### config.mk
export PLATFORM = sky130hd
export DESIGN_NAME = sdr_sample_block_unpacker
export DESIGN_NICKNAME = d
export VERILOG_FILES = /design/src/sbu_pkg.sv /design/src/sbu_group_ram.sv /design/src/sdr_sample_block_unpacker.sv
export VERILOG_INCLUDE_DIRS = /design/src /design/src/src
export SDC_FILE = /design/constraint.sdc
export NUM_CORES = 2
export LEC_CHECK = 0
export ABC_AREA = 1
export BUFFER_PORTS_ARGS = -buffer_cell sky130_fd_sc_hd__buf_2
export CORE_MARGIN = 2
export CORE_UTILIZATION = 30
export CTS_CLUSTER_DIAMETER = 200
export DETAILED_ROUTE_END_ITERATION = 8
export SLEW_MARGIN = 20
export SYNTH_ARGS = -nofsm -noshare
export SYNTH_HDL_FRONTEND = slang
export SYNTH_HIERARCHICAL = 1
export SYNTH_SLANG_ARGS = --single-unit
### constraint.sdc
create_clock -name clk -period 9.1 [get_ports clk]
set_clock_uncertainty 0.1 [all_clocks]
set_input_delay 0.91 -clock clk [delete_from_list [all_inputs] [get_ports clk]]
set_output_delay 0.91 -clock clk [all_outputs]
set_load 0.005 [all_outputs]
### src/assert_macros.svh
// assertion macros used by the unpacker top level
`ifndef ASSERT_MACROS_SVH
`define ASSERT_MACROS_SVH
`ifndef SYNTHESIS
// same-cycle implication under clock and active-low reset
`define SBU_ASSERT_IMPLY(lbl, clk, rst_n, ante, cons, msg) \
    lbl: assert property (@(posedge clk) disable iff (!rst_n) (ante) |-> (cons)) \
        else $error(msg);
// next-cycle implication under clock and active-low reset
`define SBU_ASSERT_NEXT(lbl, clk, rst_n, ante, cons, msg) \
    lbl: assert property (@(posedge clk) disable iff (!rst_n) (ante) |=> (cons)) \
        else $error(msg);
`else
`define SBU_ASSERT_IMPLY(lbl, clk, rst_n, ante, cons, msg)
`define SBU_ASSERT_NEXT(lbl, clk, rst_n, ante, cons, msg)
`endif
`endif

### src/sbu_pkg.sv
// types and constants of the sample block unpacker
package sbu_pkg;

    localparam int RAM_WORDS     = 32;
    localparam int RAM_AW        = 6;
    localparam int RAM_DW        = 40;

    localparam logic [9:0] POS_STEP_BYTE = 10'd0;
    localparam logic [9:0] POS_ADDR_LO   = 10'd1;
    localparam logic [9:0] POS_ADDR_MID  = 10'd2;
    localparam logic [9:0] POS_ADDR_HI   = 10'd3;
    localparam logic [9:0] POS_HDR_LAST  = 10'd15;
    localparam logic [9:0] POS_GRP_FIRST = 10'd16;
    localparam logic [9:0] POS_GRP_END   = 10'd1000;

    localparam logic [7:0] OFF_DATA_END  = 8'd160;
    localparam logic [7:0] OFF_LAST      = 8'd163;
    localparam logic [2:0] SUB_LAST      = 3'd4;
    localparam logic [1:0] FLAG_LAST     = 2'd3;
    localparam logic [4:0] IDX_LAST      = 5'd31;

    localparam logic [2:0] REG_USE_SCALE_FLAGS = 3'd0;

    typedef enum logic [1:0] {
        CODE_SHIFT2 = 2'd0,
        CODE_SHIFT1 = 2'd1,
        CODE_KEEP_A = 2'd2,
        CODE_KEEP_B = 2'd3
    } scale_code_t;

    typedef struct packed {
        logic                en;
        logic [RAM_AW-1:0]   addr;
        logic [RAM_DW-1:0]   data;
    } ram_wr_t;

    typedef struct packed {
        logic                en;
        logic [RAM_AW-1:0]   addr;
    } ram_rd_t;

endpackage

### src/sbu_group_ram.sv
// double-buffered group ram, one 40-bit word per five packed bytes
module sbu_group_ram (
    input  logic                       clk,
    input  sbu_pkg::ram_wr_t           wr,
    input  sbu_pkg::ram_rd_t           rd,
    output logic [sbu_pkg::RAM_DW-1:0] rdata
);

    logic [sbu_pkg::RAM_DW-1:0] mem [2*sbu_pkg::RAM_WORDS];
    logic [sbu_pkg::RAM_DW-1:0] rdata_reg;

    always_ff @(posedge clk)
    begin
        if (wr.en)
        begin
            mem[wr.addr] <= wr.data;
        end
    end

    always_ff @(posedge clk)
    begin
        if (rd.en)
        begin
            rdata_reg <= mem[rd.addr];
        end
    end

    assign rdata = rdata_reg;

endmodule

### src/sdr_sample_block_unpacker.sv
// sample block unpacker top level: header check, group buffering and sample output
// Takes one stream byte per cycle while byte_stall is low. Packed group bytes are
// collected five at a time into 40-bit words of a two-bank group ram, so one group
// can be emptied while the next fills. The fourth flag byte of a group hands its
// bank to the output side, which reads one ram word per cycle and sends 32 items
// of four scaled samples at one item per cycle while result_stall is low, via the
// read and output registers. byte_stall rises only while both banks hold groups
// not yet sent; with an unstalled output the input sustains one byte per cycle.
module sdr_sample_block_unpacker (
    input  logic               clk,
    input  logic               rst_n,
    input  logic               psel,
    input  logic               penable,
    input  logic               pwrite,
    input  logic [2:0]         paddr,
    input  logic [31:0]        pwdata,
    output logic [31:0]        prdata,
    output logic               pready,
    input  logic               byte_valid,
    output logic               byte_stall,
    input  logic [7:0]         data_byte,
    input  logic               packet_start,
    output logic               result_valid,
    input  logic               result_stall,
    output logic signed [15:0] sample_0,
    output logic signed [15:0] sample_1,
    output logic signed [15:0] sample_2,
    output logic signed [15:0] sample_3,
    output logic               gap_seen,
    output logic               last_of_group
);

    `include "assert_macros.svh"

    function automatic logic signed [15:0] scale_sample(input logic [15:0] raw,
                                                        input logic [1:0] code);
        logic signed [15:0] s;
        logic signed [15:0] r;
        s = $signed(raw);
        unique case (sbu_pkg::scale_code_t'(code))
            sbu_pkg::CODE_SHIFT2: r = s >>> 2;
            sbu_pkg::CODE_SHIFT1: r = s >>> 1;
            default:              r = s;
        endcase
        return r;
    endfunction

    logic        use_flags_reg;

    logic [9:0]  pos_reg, pos_next, pos_cur;
    logic [7:0]  off_reg, off_next;
    logic [2:0]  sub_reg, sub_next;
    logic [4:0]  word_reg, word_next;
    logic [31:0] asm_reg;
    logic [23:0] flag_reg;
    logic [15:0] hdr_addr_reg;
    logic        step_reg;
    logic [23:0] exp_reg;
    logic        gap_reg;
    logic        wr_bank_reg;
    logic        rd_bank_reg;
    logic [1:0]  busy_reg, busy_next;
    logic [31:0] bank_flags_reg [2];
    logic        bank_gap_reg [2];

    logic [4:0]  rd_idx_reg;
    logic        s1_valid_reg;
    logic [1:0]  s1_code_reg;
    logic        s1_gap_reg;
    logic        s1_last_reg;
    logic        out_valid_reg;
    logic signed [15:0] out_s0_reg, out_s1_reg, out_s2_reg, out_s3_reg;
    logic        out_gap_reg;
    logic        out_last_reg;

    logic        byte_acc;
    logic        in_group;
    logic        is_data;
    logic        grp_done;
    logic        advance;
    logic        rd_done;
    logic [23:0] full_addr;
    logic [4:0]  code_sel;
    logic [39:0] rdata;

    sbu_pkg::ram_wr_t ram_wr;
    sbu_pkg::ram_rd_t ram_rd;

    // configuration port
    assign pready = 1'b1;
    assign prdata = (paddr == sbu_pkg::REG_USE_SCALE_FLAGS) ? {31'd0, use_flags_reg} : 32'd0;

    always_ff @(posedge clk or negedge rst_n)
    begin
        if (!rst_n)
        begin
            use_flags_reg <= 1'b0;
        end
        else if (psel && penable && pwrite && pready && paddr == sbu_pkg::REG_USE_SCALE_FLAGS)
        begin
            use_flags_reg <= pwdata[0];
        end
    end

    // input side
    assign byte_stall = busy_reg[wr_bank_reg];
    assign byte_acc   = byte_valid && !byte_stall;
    assign pos_cur    = packet_start ? 10'd0 : pos_reg;
    assign in_group   = (pos_cur >= sbu_pkg::POS_GRP_FIRST) && (pos_cur < sbu_pkg::POS_GRP_END);
    assign is_data    = off_reg < sbu_pkg::OFF_DATA_END;
    assign grp_done   = byte_acc && in_group && !is_data && off_reg[1:0] == sbu_pkg::FLAG_LAST;
    assign full_addr  = {data_byte, hdr_addr_reg};
    assign pos_next   = pos_cur + 10'd1;

    always_comb
    begin
        off_next  = off_reg;
        sub_next  = sub_reg;
        word_next = word_reg;
        if (pos_cur == sbu_pkg::POS_HDR_LAST)
        begin
            off_next  = 8'd0;
            sub_next  = 3'd0;
            word_next = 5'd0;
        end
        else if (in_group)
        begin
            if (off_reg == sbu_pkg::OFF_LAST)
            begin
                off_next  = 8'd0;
                sub_next  = 3'd0;
                word_next = 5'd0;
            end
            else
            begin
                off_next = off_reg + 8'd1;
                if (is_data)
                begin
                    if (sub_reg == sbu_pkg::SUB_LAST)
                    begin
                        sub_next  = 3'd0;
                        word_next = word_reg + 5'd1;
                    end
                    else
                    begin
                        sub_next = sub_reg + 3'd1;
                    end
                end
            end
        end
    end

    always_ff @(posedge clk or negedge rst_n)
    begin
        if (!rst_n)
        begin
            pos_reg      <= 10'd0;
            off_reg      <= 8'd0;
            sub_reg      <= 3'd0;
            word_reg     <= 5'd0;
            hdr_addr_reg <= 16'd0;
            step_reg     <= 1'b0;
            exp_reg      <= 24'd0;
            gap_reg      <= 1'b0;
            wr_bank_reg  <= 1'b0;
        end
        else if (byte_acc)
        begin
            pos_reg  <= pos_next;
            off_reg  <= off_next;
            sub_reg  <= sub_next;
            word_reg <= word_next;
            unique case (pos_cur)
                sbu_pkg::POS_STEP_BYTE: step_reg <= data_byte[7];
                sbu_pkg::POS_ADDR_LO:   hdr_addr_reg[7:0] <= data_byte;
                sbu_pkg::POS_ADDR_MID:  hdr_addr_reg[15:8] <= data_byte;
                sbu_pkg::POS_ADDR_HI:
                begin
                    gap_reg <= (full_addr != exp_reg);
                    exp_reg <= full_addr + {23'd0, step_reg} + 24'd1;
                end
                default: ;
            endcase
            if (grp_done)
            begin
                wr_bank_reg <= !wr_bank_reg;
            end
        end
    end

    // group payload holding
    always_ff @(posedge clk)
    begin
        if (byte_acc && in_group)
        begin
            if (is_data)
            begin
                if (sub_reg != sbu_pkg::SUB_LAST)
                begin
                    asm_reg[8*sub_reg[1:0] +: 8] <= data_byte;
                end
            end
            else if (off_reg[1:0] != sbu_pkg::FLAG_LAST)
            begin
                flag_reg[8*off_reg[1:0] +: 8] <= data_byte;
            end
            else
            begin
                bank_flags_reg[wr_bank_reg] <= {data_byte, flag_reg};
                bank_gap_reg[wr_bank_reg]   <= gap_reg;
            end
        end
    end

    always_comb
    begin
        ram_wr.en   = byte_acc && in_group && is_data && sub_reg == sbu_pkg::SUB_LAST;
        ram_wr.addr = {wr_bank_reg, word_reg};
        ram_wr.data = {data_byte, asm_reg};
    end

    // output side
    assign advance  = !out_valid_reg || !result_stall;
    assign code_sel = {rd_idx_reg[4:1], 1'b0};
    assign rd_done  = ram_rd.en && rd_idx_reg == sbu_pkg::IDX_LAST;

    always_comb
    begin
        ram_rd.en   = busy_reg[rd_bank_reg] && (!s1_valid_reg || advance);
        ram_rd.addr = {rd_bank_reg, rd_idx_reg};
    end

    always_comb
    begin
        busy_next = busy_reg;
        if (grp_done)
        begin
            busy_next[wr_bank_reg] = 1'b1;
        end
        if (rd_done)
        begin
            busy_next[rd_bank_reg] = 1'b0;
        end
    end

    sbu_group_ram u_group_ram (
        .clk   (clk),
        .wr    (ram_wr),
        .rd    (ram_rd),
        .rdata (rdata)
    );

    always_ff @(posedge clk or negedge rst_n)
    begin
        if (!rst_n)
        begin
            busy_reg      <= 2'b00;
            rd_bank_reg   <= 1'b0;
            rd_idx_reg    <= 5'd0;
            s1_valid_reg  <= 1'b0;
            out_valid_reg <= 1'b0;
        end
        else
        begin
            busy_reg <= busy_next;
            if (ram_rd.en)
            begin
                rd_idx_reg   <= rd_idx_reg + 5'd1;
                s1_valid_reg <= 1'b1;
                if (rd_done)
                begin
                    rd_bank_reg <= !rd_bank_reg;
                end
            end
            else if (advance)
            begin
                s1_valid_reg <= 1'b0;
            end
            if (advance)
            begin
                out_valid_reg <= s1_valid_reg;
            end
        end
    end

    always_ff @(posedge clk)
    begin
        if (ram_rd.en)
        begin
            s1_code_reg <= use_flags_reg ? bank_flags_reg[rd_bank_reg][code_sel +: 2]
                                         : sbu_pkg::CODE_SHIFT2;
            s1_gap_reg  <= bank_gap_reg[rd_bank_reg];
            s1_last_reg <= rd_idx_reg == sbu_pkg::IDX_LAST;
        end
        if (advance && s1_valid_reg)
        begin
            out_s0_reg   <= scale_sample({rdata[9:8], rdata[7:0], 6'd0}, s1_code_reg);
            out_s1_reg   <= scale_sample({rdata[19:16], rdata[15:10], 6'd0}, s1_code_reg);
            out_s2_reg   <= scale_sample({rdata[29:24], rdata[23:20], 6'd0}, s1_code_reg);
            out_s3_reg   <= scale_sample({rdata[39:32], rdata[31:30], 6'd0}, s1_code_reg);
            out_gap_reg  <= s1_gap_reg;
            out_last_reg <= s1_last_reg;
        end
    end

    assign result_valid  = out_valid_reg;
    assign sample_0      = out_s0_reg;
    assign sample_1      = out_s1_reg;
    assign sample_2      = out_s2_reg;
    assign sample_3      = out_s3_reg;
    assign gap_seen      = out_gap_reg;
    assign last_of_group = out_last_reg;

    `SBU_ASSERT_IMPLY(a_wr_free_bank, clk, rst_n, ram_wr.en, !busy_reg[ram_wr.addr[5]],
                      "write into a bank awaiting output")
    `SBU_ASSERT_IMPLY(a_rd_busy_bank, clk, rst_n, ram_rd.en, busy_reg[ram_rd.addr[5]],
                      "read from a bank with no pending group")
    `SBU_ASSERT_IMPLY(a_no_overlap, clk, rst_n, ram_wr.en && ram_rd.en,
                      ram_wr.addr[5] != ram_rd.addr[5], "read and write share a bank")
    `SBU_ASSERT_NEXT(a_drain_frees, clk, rst_n, rd_done && !rd_bank_reg, !busy_reg[0],
                     "drained bank 0 still busy")
    `SBU_ASSERT_NEXT(a_done_marks, clk, rst_n, grp_done && wr_bank_reg, busy_reg[1],
                     "finished group did not mark bank 1")

endmodule
# Word level (Yosys, flattened, before mapping)
# Memory sizes are Yosys's and may differ from the RTL's. A register that Yosys moved wholly into a read port is not among the register bits.
# Index checks and enable logic that the tools add are counted.
# op_classes
add_sub_neg	9
n_mul	0
n_div	0
order_cmp	7
n_eq_ne	12
n_shift	5
mux	39
bitwise_logic	4
reduce_logical	42
# ops
operator	n
$pmux 15 s2	4
$neg 5->34	2
$shift 8x34->24 const A	1
$shift 8x34->32 const A	1
$shiftx 8x34->24	1
$shiftx 8x34->32	1
$bwmux 32	1
$shiftx 32x6->2	1
$mux 5	5
$add 24x1->24	1
$add 24x1->24 const B	1
$bwmux 24	1
$mux 8	3
$ne 24x24->1	1
$eq 10x2->1 const B	2
$logic_and 1x1->1	15
$mux 1	15
$mux 3	5
$reduce_and 2->1	7
$add 10x1->10 const B	1
$add 5x1->5 const B	2
$eq 10x1->1 const B	1
$eq 10x4->1 const B	1
$ge 10x5->1 const B	1
other kinds (29)	44
# totals
reg_bits	205
latch_bits	0
ram_bits	2626
romBits	0
input_bits	51
output_inout_bits	101
elab_cells	147
memories	3
# mem_list
name	depth	word_bits	rd	rd_ports_with_merged_regs	write_ports	line_no	text
u_group_ram.mem	64	40	1	1	1	sbu_group_ram.sv:9	logic [sbu_pkg::RAM_DW-1:0] mem [2*sbu_pkg::RAM_WORDS];
bank_flags_reg	2	32	1	0	1	sdr_sample_block_unpacker.sv:63	logic [31:0] bank_flags_reg [2];
bank_gap_reg	2	1	1	1	1	sdr_sample_block_unpacker.sv:64	logic bank_gap_reg [2];

# Longest topological paths before layout
# logic_depth
depth_word	10
depth_mapped	13

# By module
# The synthesis kept the hierarchy.
# by_module_without_submodules
mod	n_inst	cells_per_inst	area_per_inst_um2	seq_area_each_um2
sbu_group_ram	1	8445	103536.8	78074.9
sdr_sample_block_unpacker	1	1229	12176.7	7287.0

# Worst setup path before layout
# No wires, ideal clock.
# synth_path
kind	input -> register
from	in packet_start
to	mem u_group_ram/mem[48][0] (netlist bit) (enable)
arrival_ns	6.039
t_required_ns	8.462
setup_slack_ns	2.423
path_stages	8
path_buffers	1
path_cell_list	inv_2 -> o21ai_0 -> nand3_2 -> nand3_1 -> nor3_1 -> clkbuf_1 -> nand4_1 -> nor4_1
# synth_rtl
element	line_no	text
start: declaration	sdr_sample_block_unpacker.sv:22	input logic packet_start,
end: declaration	sbu_group_ram.sv:9	

==> metrics.md <==
| Metric | Value |
|---|---|
| Int Power | `24.5 mW` |
| Max clock buf depth | `4` |
| Synth cell count leaders | `3113 x nand2_1, 2776 x edfxtp_1, 2462 x nand3_1, 374 x buf_2, 199 x nor2_1` |
| Yosys top cell by area | `edfxtp_1` |
| Post-DP HPWL | `158 mm` |
| I/O Pins | `152` |
| Most common cell in the netlist | `nand2_1` |
| Fraction of layout cells with a size suffix above 1 | `0.0755` |
| Row count | `228` |
| Die H | `625 um` |
| Worst path top cell family by delay | `simple AND/OR/NAND/NOR gates` |
| Vias | `75000` |
| First-pass GRT wire length | `472 mm` |
| H-tree levels | `5` |
| Clock power frac | `0.293` |
| Ys flop type | `edfxtp_1` |
| Area of the multi-input gates | `27400 um2` |
| Initial core utilization | `0.301` |
| Antenna violations before repair | `9` |
| Fraction of registers with async set/reset | `0.0280` |
| Cell variety after synth | `37` |
| Nets | `9690` |
| Reg area | `85400 um2` |
| Maximum VDD drop | `310 uV` |
| Clk pin slew, worst setup/hold paths | `60 ps` |
| Clk_lat worst skew | `850 ps` |
| Routed len/inst | `21.8 um` |
| Seq pwr share | `0.393` |
| Hold Violations, Final | `0` |
| Status | `complete, no violations` |
| Relative slew slack | `0.220` |
| GR Overflow Total | `0` |
| Leakage | `45.4 nW` |
| Largest register FFs | `2560` |
| Final setup vio count | `0` |
| Kind of critical path | `reg2reg` |
| PortBufs | `72` |
| Setup TNS | `0 ps` |
| Post-synth EDFFs | `2776` |
| Mean Syn Cell Area | `12.0 um2` |
| Arrival @ worst endpoint | `5740 ps` |
| Startpoint Class | `flip-flop` |
| Sw Pwr | `14.3 mW` |
| Clk root buf | `clkbuf_16` |
| Total Wirelength | `325 mm` |
| Logic pwr share | `0.314` |
| Synth Instances | `9674` |
| Slowest-stage cell, CP | `nor2_4` |
| DRT iter0 DRCs | `9385` |
| Crit-path max FO | `21` |
| Synth-to-Final Area Change | `12.6%` |
| Hold buffers post-CTS | `1` |
| Net Sw Frac | `0.369` |
| Hold Crit Depth | `3` |
| Sink Count | `2856` |
| CTS Buf Count | `291` |
| Post-Syn Area | `116000 um2` |
| Fmax | `186 MHz` |
| Die Area | `391000 um2` |
| Post-CTS sizing | `0` |
| Hold/Removal Path Class | `in2reg` |
| Max Cap Viol | `0` |
| Critical path depth | `10` |
| Worst reg2reg path depth | `10` |
| Fill cells | `37200` |
| Worst setup EP type | `flip-flop` |
| Tmin final | `5360 ps` |
| Yosys warns | `6` |
| CP cell instances | `inv_1 -> nand2_1 -> nand3_2 -> inv_1 -> nand3_1 -> nor3_1 -> buf_4 -> nand4_1 -> nor2_4 -> buf_4` |
| Largest net degree at the start of global routing | `193` |
| GRT Total Usage | `0.161` |
| CTS tree | `yes` |
| DR DRC count | `0` |
| CP Data Required Time | `9480 ps` |
| RSZ-0062 raised after global routing | `false` |
| Drt first pass iters | `7` |
| CP Buf/Inv Count | `4` |
| RD Place Congestion | `0.801` |
| Vias in the first global route | `69700` |
| Slew @ Worst Pin | `1170 ps` |
| Die width | `625 um` |
| Final period utilization | `0.589` |
| Post-CTS setup-driven buffer insertion count | `0` |
| FF+latch count, synth | `2856` |
| Final core utilization | `0.339` |
| Synth top area share | `0.720` |
| Via/cell ratio | `5.03` |
| Synth area leaders | `edfxtp_1 72%, nand3_1 11%, nand2_1 10%, dfrtp_1 1.7%, buf_2 1.6%` |
| Max Slew Vio Count | `0` |
| Antenna-violating nets left | `0` |
| Sequential share of the synthesized area | `0.738` |
| Pwr dens | `298 nW/um2` |
| CP peak stage delay | `1190 ps` |
| Core Footprint | `385000 um2` |
[path summary, 6_finish.rpt]
kind	from	endpoint	slack [ps]
min in group asynchronous	rst_n	hdr_addr_reg[7]	400
setup / recovery	wr_bank_reg	u_group_ram/mem[27][27]	3740
setup reg to reg	wr_bank_reg	u_group_ram/mem[27][27]	3740
hold reg to reg	flag_reg[2]	bank_flags_reg[1][2]	330
hold / removal	pwdata[0]	use_flags_reg	230
max in group asynchronous	rst_n	rd_idx_reg[1]	7260
[logic make-up after synthesis]
family          Yosys count  share of synthesized area
simple gates           5845                      0.218
flops                  2856                      0.738
buf+inv                 774                     0.0315
compound gates          129                    0.00732
xor+xnor                 48                    0.00363
fa+ha+maj                20                    0.00216
other cells               2                  0.0000649
[worst register-to-register path, cell delays in order, from the launching register on]
cell,delay (ps)
dfrtp_1,730
inv_1,130
nand2_1,170
nand3_2,200
inv_1,360
nand3_1,300
nor3_1,220
buf_4,250
nand4_1,710
nor2_4,1190
buf_4,620
[power by group through the flow]
stage | combinational (mW) | sequential (mW) | clock (mW)
detailed placement | 12.0 | 15.5 | 0
finish | 12.2 | 15.2 | 11.4
CTS | 12.1 | 15.2 | 11.5
global placement | 12.0 | 15.5 | 0
floorplan | 8.22 | 15.2 | 0
global route | 13.4 | 15.3 | 12.0
[cell usage in the layout, fill, tap and decap left out, drive strengths merged, types with 2 or more instances in the layout]
cell	netlist	layout
xnor2	6	6
o22ai	6	6
clkinvlp	0	7
clkinv	10	106
ha	20	20
diode	0	2
nand3	2464	2464
inv	113	127
nor3	32	32
a22oi	9	9
dfrtp	80	80
xor2	42	42
conb	2	48
o211ai	3	3
nor2	199	199
o21ai	67	67
a21oi	22	22
clkbuf	140	376
edfxtp	2776	2776
nand4	20	20
nand2	3117	3117
bufinv	0	14
buf	511	256
nor4	9	9
o221ai	21	21
[metrics by stage]
stage	power, mW	area (um2)	hold slack, ps	setup slack (ps)	cells
2_1_floorplan	23.4	116000	300	2420	9720
3_3_place_gp	27.5	121000	322	3840	14400
3_5_place_dp	27.6	121000	330	3860	14400
4_1_cts	38.8	130000	177	3930	14900
5_1_grt	40.6	130000	202	3590	14900
6_report	38.8	130000	228	3740	14900
[per-layer routing]
| layer | share of wire | routed length, um | GRT usage |
|---|---|---|---|
| met1 | 0.42 | 137000 | 0.227 |
| met2 | 0.46 | 149000 | 0.254 |
| met3 | 0.089 | 29000 | 0.0255 |
| met4 | 0.032 | 10200 | 0.0495 |
| met5 | 0.000040 | 13 | 0 |
[cell type report]
type                    count  area share
well taps                5060      0.0486
flip-flops and latches   2856       0.655
clock buffers             376      0.0597
inverters                 123     0.00379
repair buffers            257      0.0145
multi-input cells        6090       0.210
diodes                      2   0.0000384
clock inverters           131     0.00820
(Power assumes the default switching activity.)
